===== src/hw/rtl/scp_pkg.sv =====
`timescale 1ns / 1ps
// ----------------------------------------------------------------------------
// Sine/cosine polynomial unit package
// Shared widths, fixed-point constants and the job type passed from the
// front end through the queue to the back end.
// ----------------------------------------------------------------------------
package scp_pkg;

  // Reduced angle in [0, 2pi), Q.24, and kernel argument in [0, pi/2].
  localparam int RED_W = 27;
  localparam int X_W   = 25;

  // Kernel words: u = x*x in Q.30, h = cos(x/2) in Q.30 (at most one).
  localparam int U_W       = 32;
  localparam int H_W       = 31;
  localparam int Q30_FRAC  = 30;
  localparam int U_SHIFT   = 18;
  localparam int OUT_SHIFT = 14;

  // Result format, Q1.16.
  localparam int OUT_W  = 18;
  localparam int BIAS_W = 18;

  localparam logic [H_W-1:0]    Q30_ONE = 31'd1073741824;
  localparam logic [BIAS_W-1:0] ONE_Q16 = 18'd65536;
  localparam logic [BIAS_W-1:0] TWO_Q16 = 18'd131072;

  localparam logic [RED_W-1:0] HALF_PI_Q24       = 27'd26353589;
  localparam logic [RED_W-1:0] PI_Q24            = 27'd52707179;
  localparam logic [RED_W-1:0] THREE_HALF_PI_Q24 = 27'd79060768;
  localparam logic [RED_W-1:0] TWO_PI_Q24        = 27'd105414357;

  localparam int QUEUE_DEPTH = 4;
  localparam int QPTR_W      = 2;

  typedef struct packed {
    logic           neg_c;
    logic           neg_s;
    logic [X_W-1:0] xc;
    logic [X_W-1:0] xs;
  } job_t;

endpackage


===== src/hw/rtl/scp_queue.sv =====
`timescale 1ns / 1ps
// ----------------------------------------------------------------------------
// Sine/cosine job queue
// Small register FIFO that decouples the front end from the back end.
// ----------------------------------------------------------------------------
module scp_queue (
  input  logic          clk,
  input  logic          rst,
  input  logic          wr_valid,
  output logic          wr_ready,
  input  scp_pkg::job_t wr_job,
  output logic          rd_valid,
  input  logic          rd_ready,
  output scp_pkg::job_t rd_job
);
  import scp_pkg::*;

  job_t            entries [QUEUE_DEPTH];
  logic [QPTR_W-1:0] wr_ptr;
  logic [QPTR_W-1:0] rd_ptr;
  logic [QPTR_W:0]   count;
  logic            push;
  logic            pop;

  assign wr_ready = (count != (QPTR_W+1)'(QUEUE_DEPTH));
  assign rd_valid = (count != '0);
  assign rd_job   = entries[rd_ptr];
  assign push     = wr_valid && wr_ready;
  assign pop      = rd_valid && rd_ready;

  always_ff @(posedge clk) begin
    if (rst) begin
      wr_ptr <= '0;
      rd_ptr <= '0;
      count  <= '0;
    end else begin
      if (push) begin
        wr_ptr <= wr_ptr + 1'b1;
      end
      if (pop) begin
        rd_ptr <= rd_ptr + 1'b1;
      end
      if (push && !pop) begin
        count <= count + 1'b1;
      end else if (pop && !push) begin
        count <= count - 1'b1;
      end
    end
  end

  always_ff @(posedge clk) begin
    if (push) begin
      entries[wr_ptr] <= wr_job;
    end
  end

endmodule


===== config.mk =====
export PLATFORM = sky130hd
export DESIGN_NAME = scp_queue
export DESIGN_NICKNAME = d
export VERILOG_FILES = /design/src/hw/rtl/scp_pkg.sv /design/src/hw/rtl/scp_queue.sv
export SDC_FILE = /design/constraint.sdc
export NUM_CORES = 1
export LEC_CHECK = 0
export BUFFER_PORTS_ARGS = -buffer_cell sky130_fd_sc_hd__buf_2
export CAP_MARGIN = 20
export CELL_PAD_IN_SITES_DETAIL_PLACEMENT = 0
export CELL_PAD_IN_SITES_GLOBAL_PLACEMENT = 1
export CORE_ASPECT_RATIO = 0.6
export CORE_MARGIN = 1
export CORE_UTILIZATION = 35
export CTS_CLUSTER_SIZE = 24
export DETAILED_ROUTE_END_ITERATION = 16
export HOLD_SLACK_MARGIN = 0.12
export PLACE_DENSITY = 0.63
export SYNTH_ARGS = -nofsm -noshare
export SYNTH_HDL_FRONTEND = slang
export SYNTH_SLANG_ARGS = --single-unit

===== constraint.sdc =====
create_clock -name clk -period 7.4 [get_ports clk]
set_input_delay 0.74 -clock clk [delete_from_list [all_inputs] [get_ports clk]]
set_output_delay 0.74 -clock clk [all_outputs]
set_load 0.02 [all_outputs]

==> out/metrics.yaml <==
run_status:
  status: "completed"
power:
  combPwrFrac: 0.239
  leakage_nw: 3.176
  peakVddDrop_v: 0.0001717
  switchingPower_uw: 980.5
  clkPwrFrac: 0.298
  internal-power_mw: 2.435
  p_seq_frac: 0.463
  power_density_nw_per_um2: 358.5
  swShare: 0.2871
worst_hold_path:
  hp-start: "wr_job[42]"
  min_path_type: "in -> reg"
  holdPathEnd: "entries[0][42]$_DFFE_PP_"
  worstHoldPathCells: 1
worst_setup_path:
  cp-end-kind: "output port"
  worst-setup-path-type: "reg -> out"
  arrival_ps: 2400
  cpLargestDelayFamily: "flip-flops"
  r2r-start: "count[0]$_SDFFE_PP0P_"
  cp.required_ps: 6660
  crit_slowest_cell: "dfxtp_2"
  worstPathMaxFanout: 30
  r2r_slack_ps: 4910
  start_kind: "flip-flop"
  r2r-end: "entries[3][15]$_DFFE_PP_"
  crit_chain: "buf_4, mux4_1, buf_2"
  reg2reg_depth: 4
  critical-path-max-stage-delay_ps: 750
  path_buf_inv: 2
timing:
  fin_crit_ps: 3136
  max_slew.worst_pin.slew_ps: 830.1
  setup_tns_ps: 0
  final_hold_viol_count: 0
  fmax_ghz: 0.3189
  clock_skew_ps: 6.212
  setup_viol: 0
  whs_ps: 460.3
  slew_violations: 0
  fin_crit_sh: 0.4238
  rsz0062_at_grt: "false"
  relSlewSlack: 0.4466
detailed_routing:
  drc: 0
  dr.pass1.iters: 4
  totalWireLength_um: 15090
  vias_per_cell: 4.748
  drtIter0Drc: 211
  drt-wirelength-per-cell_um: 19.67
  vias: 3642
  routed.top_layer: "met5"
  ant_nets: 0
  wl_met1_um: 6967
  met3_length_um: 957
  wl_met2_um: 6771
layout:
  final_util: 0.4275
  final_cell_area_um2: 9525
  final_cells: 767
  multi_input_area_um2: 1454
  area_delta_synth_final_pct: 18.62
  nFillCells: 1996
  drive_gt1_frac: 0.4345
  nNetsFinal: 507
  regArea_um2: 6431
yosys:
  yosysSeqAreaShare: 0.8002
  ys_ff_latch: 217
  synth_nets: 382
  synth_edf_count: 208
  synth_cells: 320
  yosysTopAreaCellShare: 0.7778
  synth_common_cells: "edfxtp_1 (208), mux4_2 (50), dfxtp_1 (9), nor2_1 (8)"
  synth.area.top_cells: "edfxtp_1 (78%), mux4_2 (14%), dfxtp_1 (2.2%)"
  synth_area_um2: 8030
  synth_ff_type: "edfxtp_1"
  yosysTopAreaCell: "edfxtp_1"
  ys_async_sr_fraction: 0
  synth_most_common_cell: "edfxtp_1"
  syn_area_per_cell_um2: 25.09
  yosys_warnings: 0
  ys_types: 24
cts:
  cts_resized: 0
  worst_skew_pair.late_latency_ps: 490
  cts_sinks: 217
  cts_root_buf: "clkbuf_16"
  cts_buffers: 21
  cts_buffer_depth: 3
  cts_setup_buffers: 0
  cts_tree: "done"
  clk_pin_slew_ps: 60
  cts_hold_buffers: 0
  htree_num_levels: 1
global_route:
  antenna_found_initial: 3
  overflow: 0
  grt_usage: 0.1326
  grt_max_degree: 32
  grt_pass1_vias: 3959
  grt_pass1_wl_um: 23290
place:
  dp_cells: 730
  dp_hpwl_um: 9018
  port_buffers: 109
  place.gp.congestion: 0.6891
  placed_area_um2: 8885
floorplan:
  die_w_um: 197.6
  dieArea_um2: 23570
  ioPinCount: 110
  initial_core_util: 0.3604
  num_rows: 42
  dieHeight_um: 119.3
  coreArea_um2: 22280
run:
  drv_cap: 0
## power by group through the flow
stage                     Combinational, mW  Sequential (mW)  Clock, mW
after global routing                  0.874             1.60       1.09
final                                 0.815             1.58       1.02
after global placement                0.779             1.65          0
after detailed placement              0.834             1.62          0
after floorplan                       0.660             1.55          0
after CTS                             0.837             1.59       1.05
## registers in the layout (all words and copies together) (netlist names), named ones only
signal	count
entries	208
wr_ptr	2
rd_ptr	2
count	3
## per-stage QoR
step | total power [mW] | setup WS [ps]
floorplan | 2.208 | 4701
detailed placement | 2.450 | 4585
CTS | 3.475 | 4195
finish | 3.415 | 4264
global placement | 2.425 | 4584
global route | 3.566 | 4118
## cells in the final DEF (no fill, tap or decap), drive strengths merged
cell type,n
diode,1
o21ai,1
ha,5
mux2,1
o31ai,1
mux2i,2
xor2,4
and2,4
nand2b,2
clkbuf,23
o311ai,1
nor2,8
nand2,1
fa,1
inv,3
mux4,52
clkinv,11
a21oi,1
dfxtp,9
buf,115
bufinv,2
a21boi,1
or3,2
edfxtp,208
## area by class of cell
cell class / count / share of cell area
clock inverters: 13 / 0.01103
inverters: 3 / 0.001182
repair buffers: 115 / 0.06331
diodes: 1 / 0.0002627
clock buffers: 23 / 0.05596
well taps: 308 / 0.04046
flip-flops and latches: 217 / 0.6752
multi-input cells: 87 / 0.1526
## per-layer routing
layer	vias to the layer above	global-route usage
met1	1905	0.1841
met5	-	0
met4	4	0.03682
met2	97	0.2036
met3	33	0.03852
li1	1603	-
## logic make-up after synthesis
family          share of synthesized area
fa+ha+maj                         0.01028
flops                              0.8002
buf+inv                           0.01932
xor+xnor                         0.004362
mux                                0.1507
simple gates                      0.01044
compound gates                   0.004674
## worst max-delay path by stage
stage	startpoint	cells after the start	end
final	flip-flop	3	rd_job[48]
after global routing	flip-flop	3	rd_job[48]
after CTS	flip-flop	3	rd_job[48]
after detailed placement	wr_valid	4	entries[1][28]$_DFFE_PP_
after global placement	flip-flop	2	rd_job[48]
after floorplan	wr_valid	2	entries[0][0]$_DFFE_PP_
No activity file was read; power rests on OpenSTA's default activity.
