File: src/hw/rtl/scp_pkg.sv
`timescale 1ns / 1ps
// ----------------------------------------------------------------------------
// Sine/cosine polynomial unit package
// Shared widths, fixed-point constants and the job type passed from the
// front end through the queue to the back end.
// ----------------------------------------------------------------------------
package scp_pkg;

  // Reduced angle in [0, 2pi), Q.24, and kernel argument in [0, pi/2].
  localparam int RED_W = 27;
  localparam int X_W   = 25;

  // Kernel words: u = x*x in Q.30, h = cos(x/2) in Q.30 (at most one).
  localparam int U_W       = 32;
  localparam int H_W       = 31;
  localparam int Q30_FRAC  = 30;
  localparam int U_SHIFT   = 18;
  localparam int OUT_SHIFT = 14;

  // Result format, Q1.16.
  localparam int OUT_W  = 18;
  localparam int BIAS_W = 18;

  localparam logic [H_W-1:0]    Q30_ONE = 31'd1073741824;
  localparam logic [BIAS_W-1:0] ONE_Q16 = 18'd65536;
  localparam logic [BIAS_W-1:0] TWO_Q16 = 18'd131072;

  localparam logic [RED_W-1:0] HALF_PI_Q24       = 27'd26353589;
  localparam logic [RED_W-1:0] PI_Q24            = 27'd52707179;
  localparam logic [RED_W-1:0] THREE_HALF_PI_Q24 = 27'd79060768;
  localparam logic [RED_W-1:0] TWO_PI_Q24        = 27'd105414357;

  localparam int QUEUE_DEPTH = 4;
  localparam int QPTR_W      = 2;

  typedef struct packed {
    logic           neg_c;
    logic           neg_s;
    logic [X_W-1:0] xc;
    logic [X_W-1:0] xs;
  } job_t;

endpackage

File: src/hw/rtl/scp_front.sv
`timescale 1ns / 1ps
// ----------------------------------------------------------------------------
// Sine/cosine front end
// Folds the angle's sign, reduces the magnitude modulo two pi with one
// compare-subtract per stage and picks the quadrant's kernel arguments.
// ----------------------------------------------------------------------------
module scp_front #(
  parameter int ANGLE_WIDTH = 32
) (
  input  logic                   clk,
  input  logic                   rst,
  input  logic                   angle_valid,
  output logic                   angle_ready,
  input  logic [ANGLE_WIDTH-1:0] angle,
  output logic                   job_valid,
  input  logic                   job_ready,
  output scp_pkg::job_t          job
);
  import scp_pkg::*;

  localparam int STEPS = (ANGLE_WIDTH > 26) ? ANGLE_WIDTH - 26 : 1;
  localparam int F_LAT = STEPS + 3;
  localparam int CMP_W = (ANGLE_WIDTH > RED_W) ? ANGLE_WIDTH : RED_W;

  logic [F_LAT-1:0]       v;
  logic                   adv;
  logic [ANGLE_WIDTH-1:0] raw;
  logic [F_LAT-2:1]       neg_sr;
  logic [ANGLE_WIDTH-1:0] red [STEPS+1];
  logic [RED_W-1:0]       a;
  job_t                   job_next;

  function automatic logic [ANGLE_WIDTH-1:0] red_step(input logic [ANGLE_WIDTH-1:0] r,
                                                      input int k);
    logic [CMP_W-1:0] lim;
    logic [CMP_W-1:0] rx;
    lim = CMP_W'(TWO_PI_Q24) << k;
    rx  = CMP_W'(r);
    if (rx >= lim) begin
      return ANGLE_WIDTH'(rx - lim);
    end
    return r;
  endfunction

  assign adv         = !v[F_LAT-1] || job_ready;
  assign angle_ready = adv;
  assign job_valid   = v[F_LAT-1];
  assign a           = RED_W'(red[STEPS]);

  always_comb begin
    job_next = '0;
    if (a > PI_Q24) begin
      if (a > THREE_HALF_PI_Q24) begin
        job_next.xc    = X_W'(TWO_PI_Q24 - a);
        job_next.neg_c = 1'b0;
        job_next.xs    = X_W'(a - THREE_HALF_PI_Q24);
        job_next.neg_s = 1'b1;
      end else begin
        job_next.xc    = X_W'(a - PI_Q24);
        job_next.neg_c = 1'b1;
        job_next.xs    = X_W'(THREE_HALF_PI_Q24 - a);
        job_next.neg_s = 1'b1;
      end
    end else if (a > HALF_PI_Q24) begin
      job_next.xc    = X_W'(PI_Q24 - a);
      job_next.neg_c = 1'b1;
      job_next.xs    = X_W'(a - HALF_PI_Q24);
      job_next.neg_s = 1'b0;
    end else begin
      job_next.xc    = X_W'(a);
      job_next.neg_c = 1'b0;
      job_next.xs    = X_W'(HALF_PI_Q24 - a);
      job_next.neg_s = 1'b0;
    end
    job_next.neg_s = job_next.neg_s ^ neg_sr[F_LAT-2];
  end

  always_ff @(posedge clk) begin
    if (rst) begin
      v <= '0;
    end else if (adv) begin
      v <= {v[F_LAT-2:0], angle_valid};
    end
  end

  always_ff @(posedge clk) begin
    if (adv) begin
      raw    <= angle;
      neg_sr <= {neg_sr[F_LAT-3:1], raw[ANGLE_WIDTH-1]};
      red[0] <= raw[ANGLE_WIDTH-1] ? -raw : raw;
      for (int i = 0; i < STEPS; i++) begin
        red[i+1] <= red_step(red[i], STEPS - 1 - i);
      end
      job <= job_next;
    end
  end

endmodule

File: config.mk
export PLATFORM = sky130hd
export DESIGN_NAME = scp_front
export DESIGN_NICKNAME = d
export VERILOG_FILES = /design/src/hw/rtl/scp_pkg.sv /design/src/hw/rtl/scp_front.sv
export SDC_FILE = /design/constraint.sdc
export NUM_CORES = 1
export LEC_CHECK = 0
export ABC_CLOCK_PERIOD_IN_PS = 31700
export BUFFER_PORTS_ARGS = -buffer_cell sky130_fd_sc_hd__buf_2
export CELL_PAD_IN_SITES_DETAIL_PLACEMENT = 1
export CELL_PAD_IN_SITES_GLOBAL_PLACEMENT = 1
export CORE_AREA = 8 8 141 274
export CTS_CLUSTER_SIZE = 8
export DETAILED_ROUTE_END_ITERATION = 16
export DIE_AREA = 0 0 149 282
export PLACE_DENSITY_LB_ADDON = 0.25
export RECOVER_POWER = 50
export SYNTH_ARGS = -nofsm -noshare
export SYNTH_HDL_FRONTEND = slang
export SYNTH_SLANG_ARGS = --single-unit
File: constraint.sdc
create_clock -name clk -period 31.7 [get_ports clk]
set_input_delay 4.755 -clock clk [delete_from_list [all_inputs] [get_ports clk]]
set_output_delay 4.755 -clock clk [all_outputs]
set_load 0.01 [all_outputs]
==> results of run 1 <==
-- metal layers --
| metal | vias to the layer above | global-route usage [%] |
|---|---|---|
| li1 | 6590 | - |
| met1 | 7289 | 22.59 |
| met3 | 247 | 4.049 |
| met5 | - | 0 |
| met2 | 496 | 61.40 |
| met4 | 0 | 23.21 |
-- final cells by class --
class	instances	area, sq um
clock buffers	53	1156
clock inverters	3	37.54
fillers	3724	14440
inverters	49	191.4
multi-input cells	1276	8433
flip-flops and latches	319	9489
well taps	445	556.8
repair buffers	127	651.9
-- kinds of logic after synthesis --
kind of cell / count (synthesis) / share of synthesized area (%)
fa+ha+maj: 32 / 2.151
flops: 319 / 50.97
compound gates: 390 / 14.35
xor+xnor: 226 / 10.63
buf+inv: 132 / 3.179
simple gates: 581 / 16.12
mux: 47 / 2.594
-- power by group through the flow --
stage	Sequential [uW]	Combinational [uW]	Clock (uW)
after floorplan	781	759	0
after global placement	829	1050	0
after detailed placement	842	1080	0
after CTS	836	1090	433
after global routing	854	1160	444
final	838	1090	427
-- state kept, by name, summed over array words and instances (netlist names) --
register  count
job          52
neg_sr        7
raw          32
red         219
v             9
-- metrics by stage --
stage	hold WS (ps)	util [%]	setup slack [ps]
6_report	406.8	58.69	20680
3_3_place_gp	401.5	55.85	20730
3_5_place_dp	406.1	55.85	20650
2_1_floorplan	400.3	-	15980
5_1_grt	426.6	58.69	20530
4_1_cts	413.8	59.26	20650
-- worst register-to-register path, delay by kind of cell, from the launching register on --
kind / cells / cell delay [ps]
AOI/OAI and AO/OA: 2 / 640
xor gates and xnor gates: 1 / 140
buffers and inverters: 1 / 960
DFF: 1 / 750
and+or+nand+nor: 4 / 4130
-- cells in the final DEF (no fill, tap or decap), types with 25 or more instances in the layout --
master     count
buf_2         59
edfxtp_1     310
buf_4         27
xnor2_1      135
xor2_1        91
a31oi_1       25
o21ai_0       97
mux2i_1       37
inv_1         46
nor2_1       117
nand3_1       46
clkbuf_16     45
nor3_1        71
clkbuf_1      49
a21oi_1       78
nand2_1      156
ha_1          32
-- how the worst max path moves through the flow --
| stage | startpoint | endpoint | slack (ps) | cells past startpoint |
|---|---|---|---|---|
| 2_1_floorplan | job_ready | angle_ready | 15980 | 3 |
| 3_3_place_gp | job_ready | angle_ready | 20730 | 4 |
| 3_5_place_dp | job_ready | angle_ready | 20650 | 4 |
| 4_1_cts | job_ready | angle_ready | 20650 | 4 |
| 5_1_grt | job_ready | angle_ready | 20530 | 4 |
| 6_report | job_ready | angle_ready | 20680 | 4 |
==> impl_metrics.csv, run 1 <==
group,metric,value,unit
outcome,run_status,"finished with violations",
outcome,violations,"capacitance limit, slew limit",
synthesis,synth-edff-count,310,
power_and_ir_drop,intPower,1334,uW
global_routing,grt_overflow_total,0,
clocking,cts_resized,0,
routing,vias,14620,
power_and_ir_drop,p_switching,1016,uW
setup_path,critPathKind,"input port to output port",
finish,area_growth,10.21,%
placed_design,placed_cells,2216,
routing,drtIter0Drc,626,
setup_path,reg2reg_from,"red[6][10]",
worst_hold_path,hold_class,"flip-flop to flip-flop",
placed_design,routabilityCongestion,0.9511,
setup_path,cp-start-kind,"input port",
synthesis,synth_area_leaders,"edfxtp_1 50%, xnor2_1 6.4%, xor2_1 4.3%, nand2_1 3.1%, nor2_1 2.3%",
synthesis,yosys_warnings,0,
worst_hold_path,hold_path_end,"neg_sr[6]",
die,die_h,282,um
clocking,postCtsSetupBuffers,0,
clocking,holdBufCountCts,0,
sta,finalCriticalPeriod,11020,ps
clocking,clock-root-buffer,"clkbuf_16",
sta,rsz0062_at_grt,"false",
global_routing,grt_pass1_vias,16290,
sta,clock.fmax,90.71,MHz
clocking,clkSinkCount,319,
sta,fin_tns_setup,0,ps
sta,hold_viol,0,
setup_path,path_common_cell,"buf_2",
routing,routed.top_layer,"met4",
finish,final_area,0.02052,sq mm
routing,routed_wl,61360,um
synthesis,ys_seq_area_share,50.97,%
synthesis,syn_inst,1727,
finish,nets,1886,
job,max_cap_violations,5,
clocking,cts_buffers,45,
setup_path,crit_family,"buffers and inverters",
die,ios,90,
sta,finalMaxSlewViolations,110,
power_and_ir_drop,powerDensity,114.6,mW/mm^2
die,rows,97,
power_and_ir_drop,power,2351,uW
routing,via_per_inst,6.436,
power_and_ir_drop,leakagePower,0.007632,uW
global_routing,track_usage,29.48,%
sta,fin_worst_skew,25.95,ps
power_and_ir_drop,p_sw_share,43.24,%
power_and_ir_drop,comb_power_share,46.2,%
clocking,cts_tree,"done",
sta,slew_headroom,-103.8,%
setup_path,rrSetupSlack,24790,ps
clocking,clock_path_buffers,3,
synthesis,syn_avg_cell_area,10.78,sq um
placed_design,place_area,0.01952,sq mm
setup_path,path_buf_inv,3,
global_routing,antenna_found_initial,1,
global_routing,grt_pass1_wl,93230,um
setup_path,crit_fanout,92,
placed_design,hpwl,45640,um
sta,period_share,34.78,%
power_and_ir_drop,peakVddDrop,0.00008683,V
die,dieArea,0.04202,sq mm
setup_path,worst_path_max_delay_cell,"nor2b_1",
die,fp.coreArea,0.03495,sq mm
worst_hold_path,hold_depth,0,
synthesis,synth_most_common_cell,"edfxtp_1",
setup_path,cp_data_required_time,26950,ps
power_and_ir_drop,p_seq_share,35.6,%
routing,drc,0,
synthesis,ys_ff_latch,319,
synthesis,synth-async-reset-ratio,0,%
power_and_ir_drop,p_clk_share,18.2,%
synthesis,synthFlopType,"edfxtp_1",
setup_path,cp-end-kind,"output port",
synthesis,synth.top_cell.area_share,50.01,%
clocking,htreeDepth,2,
synthesis,synth.net_count,1795,
global_routing,grt_start_max_net_pins,93,
setup_path,cp.arrival,6270,ps
setup_path,path_cells,"buf_2, nor2b_1, inv_8, buf_2",
finish,diodes,0,
routing,firstDrtPassIters,5,
routing,final_antenna_net_count,0,
routing,wl_met2,36550,um
setup_path,cp_slowest_stage_delay,680,ps
placed_design,portBuffers,89,
routing,wl_per_cell,27.01,um
setup_path,r2r_end,"job[33]",
finish,instances_no_fill,2272,
synthesis,synthesis.area,0.01862,sq mm
clocking,clk_latency,570,ps
synthesis,yosysTopAreaCell,"edfxtp_1",
die,start_util,53.26,%
setup_path,reg2regPathDepth,8,
sta,tightest_slew,3050,ps
worst_hold_path,hp-start,"neg_sr[5]",
sta,setup_viol_count_final,0,
routing,wl_met3,2211,um
synthesis,synth_common_cells,"310 x edfxtp_1, 156 x nand2_1, 135 x xnor2_1",
synthesis,synth_cell_types,96,
die,fp.dieW,149,um
finish,layout-drive-gt1-share,9.907,%
clocking,path_clk_slew,50,ps
routing,wl_met1,17260,um
Power figures use the tool's default switching activity.
==> inputs of run 2 (changes only) <==
ABC_CLOCK_PERIOD_IN_PS = 10340   (was 31700)
CORE_AREA = 8 8 146 284   (was 8 8 141 274)
DIE_AREA = 0 0 154 292   (was 0 0 149 282)
clock period = 10.34 ns   (was 31.7 ns; I/O delays follow)
==> run 2 against run 1 <==
The flow now finishes without violations. Global-route usage is 2.0 points lower. Sequential share of layout area shrank 0.27 points. Clock power grew to 3.2 times the previous value. Cell area up 0.59%. Clock-buffer cell count grew 7. Non-clock buffer count is 5 lower.
==> impl_metrics.csv, run 2 (synthesis gave the netlist of run 1 again) <==
group,metric,value,unit
outcome,run_status,"finished, final reports clean",
setup_path,reg2reg_from,"red[6][6]",
setup_path,cp-start-kind,"input port",
setup_path,path_cells,"buf_2, nor2b_1, clkinv_8, buf_2",
placed_design,hpwl,45620,um
worst_hold_path,hp-start,"neg_sr[3]",
routing,via_per_inst,6.298,
global_routing,grt_pass1_wl,93550,um
job,max_cap_violations,0,
global_routing,grt_start_max_net_pins,183,
sta,setup_viol_count_final,0,
finish,area_growth,10.85,%
worst_hold_path,hold_path_end,"neg_sr[4]",
setup_path,critPathKind,"input port to output port",
setup_path,path_common_cell,"buf_2",
worst_hold_path,hold_depth,0,
routing,drtIter0Drc,618,
setup_path,crit_family,"buffers and inverters",
setup_path,cp_data_required_time,8790,ps
setup_path,cp_slowest_stage_delay,790,ps
setup_path,crit_fanout,182,
global_routing,gr-usage-met3,4.028,%
sta,hold_viol,0,
routing,final_antenna_net_count,0,
global_routing,grt_overflow_total,0,
global_routing,use_met2,56.65,%
setup_path,rrSetupSlack,5790,ps
sta,rsz0062_at_grt,"false",
placed_design,routabilityCongestion,0.9830,
clocking,postCtsSetupBuffers,0,
finish,multi_input_area,0.008512,sq mm
sta,finalMaxSlewViolations,0,
setup_path,worst_path_max_delay_cell,"clkinv_8",
die,fp.dieW,154,um
sta,fin_tns_setup,0,ps
sta,holdWs,411.9,ps
clocking,clk_latency,570,ps
sta,finalCriticalPeriod,5164,ps
clocking,cts_tree,"done",
finish,nets,1881,
clocking,holdBufCountCts,0,
die,ios,90,
routing,firstDrtPassIters,5,
routing,drc,0,
power_and_ir_drop,powerDensity,349.4,mW/mm^2
worst_hold_path,hold_class,"flip-flop to flip-flop",
sta,period_share,49.94,%
global_routing,antenna_found_initial,1,
sta,slew_headroom,13.92,%
finish,final_cell_mix,"310 x edfxtp_1, 156 x nand2_1, 135 x xnor2_1",
finish,top_register,"red",
clocking,htreeDepth,2,
setup_path,reg2regPathDepth,10,
clocking,cts_buffers,45,
global_routing,grt_pass1_vias,16110,
sta,fin_worst_skew,43.42,ps
routing,vias,14440,
routing,routed_wl,61610,um
clocking,clock_path_buffers,3,
finish,largest_reg_flops,219,
die,rows,101,
sta,tightest_slew,1281,ps
finish,diodes,0,
setup_path,r2r_end,"job[46]",
finish,reg_top3,"red x219, job x52, raw x32",
placed_design,portBuffers,89,
power_and_ir_drop,leakagePower,0.007599,uW
setup_path,path_buf_inv,3,
die,die_h,292,um
clocking,path_clk_slew,50,ps
clocking,clkSinkCount,319,
clocking,cts_resized,0,
routing,wl_per_cell,26.88,um
sta,clock.fmax,193.6,MHz
power_and_ir_drop,peakVddDrop,0.0001418,V
die,dieArea,0.04497,sq mm
clocking,clock-root-buffer,"clkbuf_16",
die,start_util,49.27,%
global_routing,track_usage,27.50,%
setup_path,cp.arrival,3610,ps
finish,fill_cells,4012,
global_routing,busiest_layer,"met2",
finish,register_area,0.009489,sq mm
global_routing,grt_util_met1,20.51,%
finish,layout-drive-gt1-share,9.131,%
die,fp.coreArea,0.03779,sq mm
finish,layout_commonest_cell,"edfxtp_1",
setup_path,cp-end-kind,"output port",
-- run 2: changes by cell type in the layout (fill, tap and decap cells not counted), moves of 2 or more --
cell and change:
o31ai_1 -2, o31ai_2 +2, buf_2 -23, mux2_2 +2, o21ai_0 -8, clkinv_16 +2, o21ai_1 +8, inv_6 -2
mux2_1 -2, buf_4 -2, a2111oi_2 +2, clkbuf_1 +27
-- run 2: worst max-delay path by stage --
stage | cells after the start | start | to | slack, ps
3_3_place_gp | 4 | job_ready | angle_ready | 5050
2_1_floorplan | 3 | job_ready | angle_ready | 3960
4_1_cts | 4 | job_ready | angle_ready | 4990
5_1_grt | 4 | job_ready | angle_ready | 4850
3_5_place_dp | 4 | job_ready | angle_ready | 5010
6_report | 4 | job_ready | angle_ready | 5180
-- run 2: layout make-up --
cell class / instances / area share, %
Multi-Input combinational cell: 1276 / 41.25
Clock buffer: 60 / 5.730
Clock inverter: 3 / 0.3880
Timing Repair Buffer: 122 / 2.892
Tap cell: 463 / 2.807
Sequential cell: 319 / 45.98
Inverter: 49 / 0.9519
-- run 2: metal layers --
| layer | up-vias | share of wire (%) | routed length, um |
|---|---|---|---|
| met3 | 246 | 4.0 | 2439 |
| met1 | 7156 | 27 | 16870 |
| li1 | 6583 | - | - |
| met2 | 450 | 59 | 36430 |
| met5 | - | 0 | 0 |
| met4 | 0 | 9.5 | 5857 |
-- run 2: through the flow --
step	cell area, sq um	power, uW	setup WS [ps]	cells	util (%)
5_1_grt	20640	7584	4846	2292	54.61
3_3_place_gp	19520	5751	5050	2229	51.66
2_1_floorplan	18620	4721	3960	1727	-
3_5_place_dp	19520	5867	5008	2229	51.66
4_1_cts	20780	7262	4993	2292	55.00
6_report	20640	7211	5176	2292	54.61
-- run 2: where the power goes --
| group | switching [uW] | leakage [uW] | internal [uW] | total, uW |
|---|---|---|---|---|
| logic | 2050 | 0.00362 | 1220 | 3270 |
| clock network | 567 | 0.000605 | 794 | 1360 |
| registers | 500 | 0.00337 | 2080 | 2580 |
==> inputs of run 3 (changes only) <==
ABC_CLOCK_PERIOD_IN_PS = 4940   (was 10340)
clock period = 4.94 ns   (was 10.34 ns; I/O delays follow)
==> run 3 against run 2 <==
The flow now finishes with violations (capacitance limit, slew limit). Clock power is 110% higher. Sequential power increased by 110%. Hold slack lost 61 ps. Critical path type is now flip-flop to flip-flop. Largest power group unchanged.
==> impl_metrics.csv, run 3 (synthesis gave the netlist of run 1 again) <==
group,metric,value,unit
routing,drtIter0Drc,537,
clocking,htreeDepth,2,
global_routing,grt_overflow_total,0,
finish,largest_reg_flops,219,
routing,vias,14540,
placed_design,portBuffers,89,
power_and_ir_drop,leakagePower,0.007730,uW
placed_design,hpwl,47360,um
clocking,clk_latency,570,ps
routing,final_antenna_net_count,0,
die,dieArea,0.04497,sq mm
sta,period_share,81.69,%
outcome,run_status,"finished with violations",
routing,via_per_inst,6.281,
setup_path,critPathKind,"flip-flop to flip-flop",
clocking,clock_path_buffers,3,
finish,layout-drive-gt1-share,10.64,%
sta,fin_worst_skew,20.30,ps
setup_path,cp_data_required_time,4700,ps
finish,top_register,"red",
clocking,clkSinkCount,319,
finish,layout_commonest_cell,"edfxtp_1",
die,start_util,49.27,%
finish,area_growth,11.98,%
clocking,cts_tree,"done",
worst_hold_path,hold_class,"input port to flip-flop",
outcome,violations,"capacitance limit, slew limit",
setup_path,cp-start-kind,"flip-flop",
sta,clock.fmax,247.8,MHz
global_routing,grt_start_max_net_pins,152,
finish,final_cell_mix,"310 x edfxtp_1, 156 x nand2_1, 135 x xnor2_1",
routing,firstDrtPassIters,4,
clocking,holdBufCountCts,0,
die,fp.dieW,154,um
sta,setup_viol_count_final,0,
clocking,clock-root-buffer,"clkbuf_16",
global_routing,grt_pass1_wl,94340,um
sta,fin_tns_setup,0,ps
placed_design,placed_cells,2249,
routing,wl_per_cell,27.18,um
clocking,postCtsSetupBuffers,0,
routing,drc,0,
sta,hold_viol,0,
die,rows,101,
clocking,path_clk_slew,50,ps
finish,instances_no_fill,2315,
sta,rsz0062_at_grt,"false",
setup_path,worst_path_max_delay_cell,"clkbuf_2",
global_routing,track_usage,27.82,%
global_routing,grt_pass1_vias,16450,
sta,finalCriticalPeriod,4036,ps
sta,finalMaxSlewViolations,249,
die,die_h,292,um
die,fp.coreArea,0.03779,sq mm
power_and_ir_drop,powerDensity,738.4,mW/mm^2
routing,routed_wl,62930,um
setup_path,cp.arrival,3790,ps
job,max_cap_violations,2,
clocking,cts_resized,0,
setup_path,path_cells,"nor2b_1, clkinv_8, clkbuf_2",
setup_path,crit_fanout,96,
finish,fill_cells,4076,
sta,slew_headroom,-73.42,%
finish,reg_top3,"red x219, job x52, raw x32",
die,ios,90,
global_routing,antenna_found_initial,1,
sta,tightest_slew,2601,ps
clocking,cts_buffers,45,
setup_path,cp-end-kind,"flip-flop",
power_and_ir_drop,peakVddDrop,0.0003118,V
setup_path,cp_slowest_stage_delay,1370,ps
finish,nets,1901,
placed_design,routabilityCongestion,1.032,
-- run 3: per-stage QoR --
stage               setup WS (ps)  cell area [sq um]  power (uW)  utilization (%)  hold slack [ps]
floorplan                    1402              18620        9881                -            400.3
global placement            925.5              19710       12270            52.16            400.8
detailed placement          909.7              19710       12500            52.16            405.6
CTS                         889.0              20960       15430            55.47            330.1
global route                615.4              20840       16150            55.16            334.9
finish                      904.4              20850       15390            55.17            350.7
-- run 3: power by group --
| part | switching (uW) | internal, uW | leakage [uW] | total (uW) |
|---|---|---|---|---|
| clock network | 1180 | 1690 | 0.000604 | 2860 |
| logic | 4370 | 2710 | 0.00376 | 7080 |
| registers | 1100 | 4350 | 0.00337 | 5450 |
-- run 3: layer usage --
metal,vias up,global-route usage [%],wire [um]
li1,6633,-,-
met1,7154,20.25,17110
met2,463,57.73,37210
met3,289,4.057,2270
met4,2,25.39,6322
met5,-,0,14
-- run 3: final cells by class --
cell class	instances	area, sq um	area share, %
Sequential cell	319	9489	45.52
Multi-Input combinational cell	1276	8547	41.00
Clock buffer	63	1215	5.828
Timing Repair Buffer	142	779.5	3.739
Tap cell	463	579.3	2.779
Inverter	49	196.4	0.9424
Clock inverter	2	36.28	0.1741
Antenna cell	1	2.502	0.01200
-- run 3: path summary, 6_finish.rpt --
kind	start	to	slack, ps	depth (start not counted)
setup reg to reg	v[8]	job[6]	900	3
setup / recovery	v[8]	job[6]	900	3
hold reg to reg	neg_sr[4]	neg_sr[5]	410	0
hold / removal	angle[23]	raw[23]	350	1
-- run 3: worst max-delay path, delay by kind of cell (launching register included) --
kind,cells,cell delay (ps)
buf+inv,2,1930
simple gates,1,750
flops,1,330
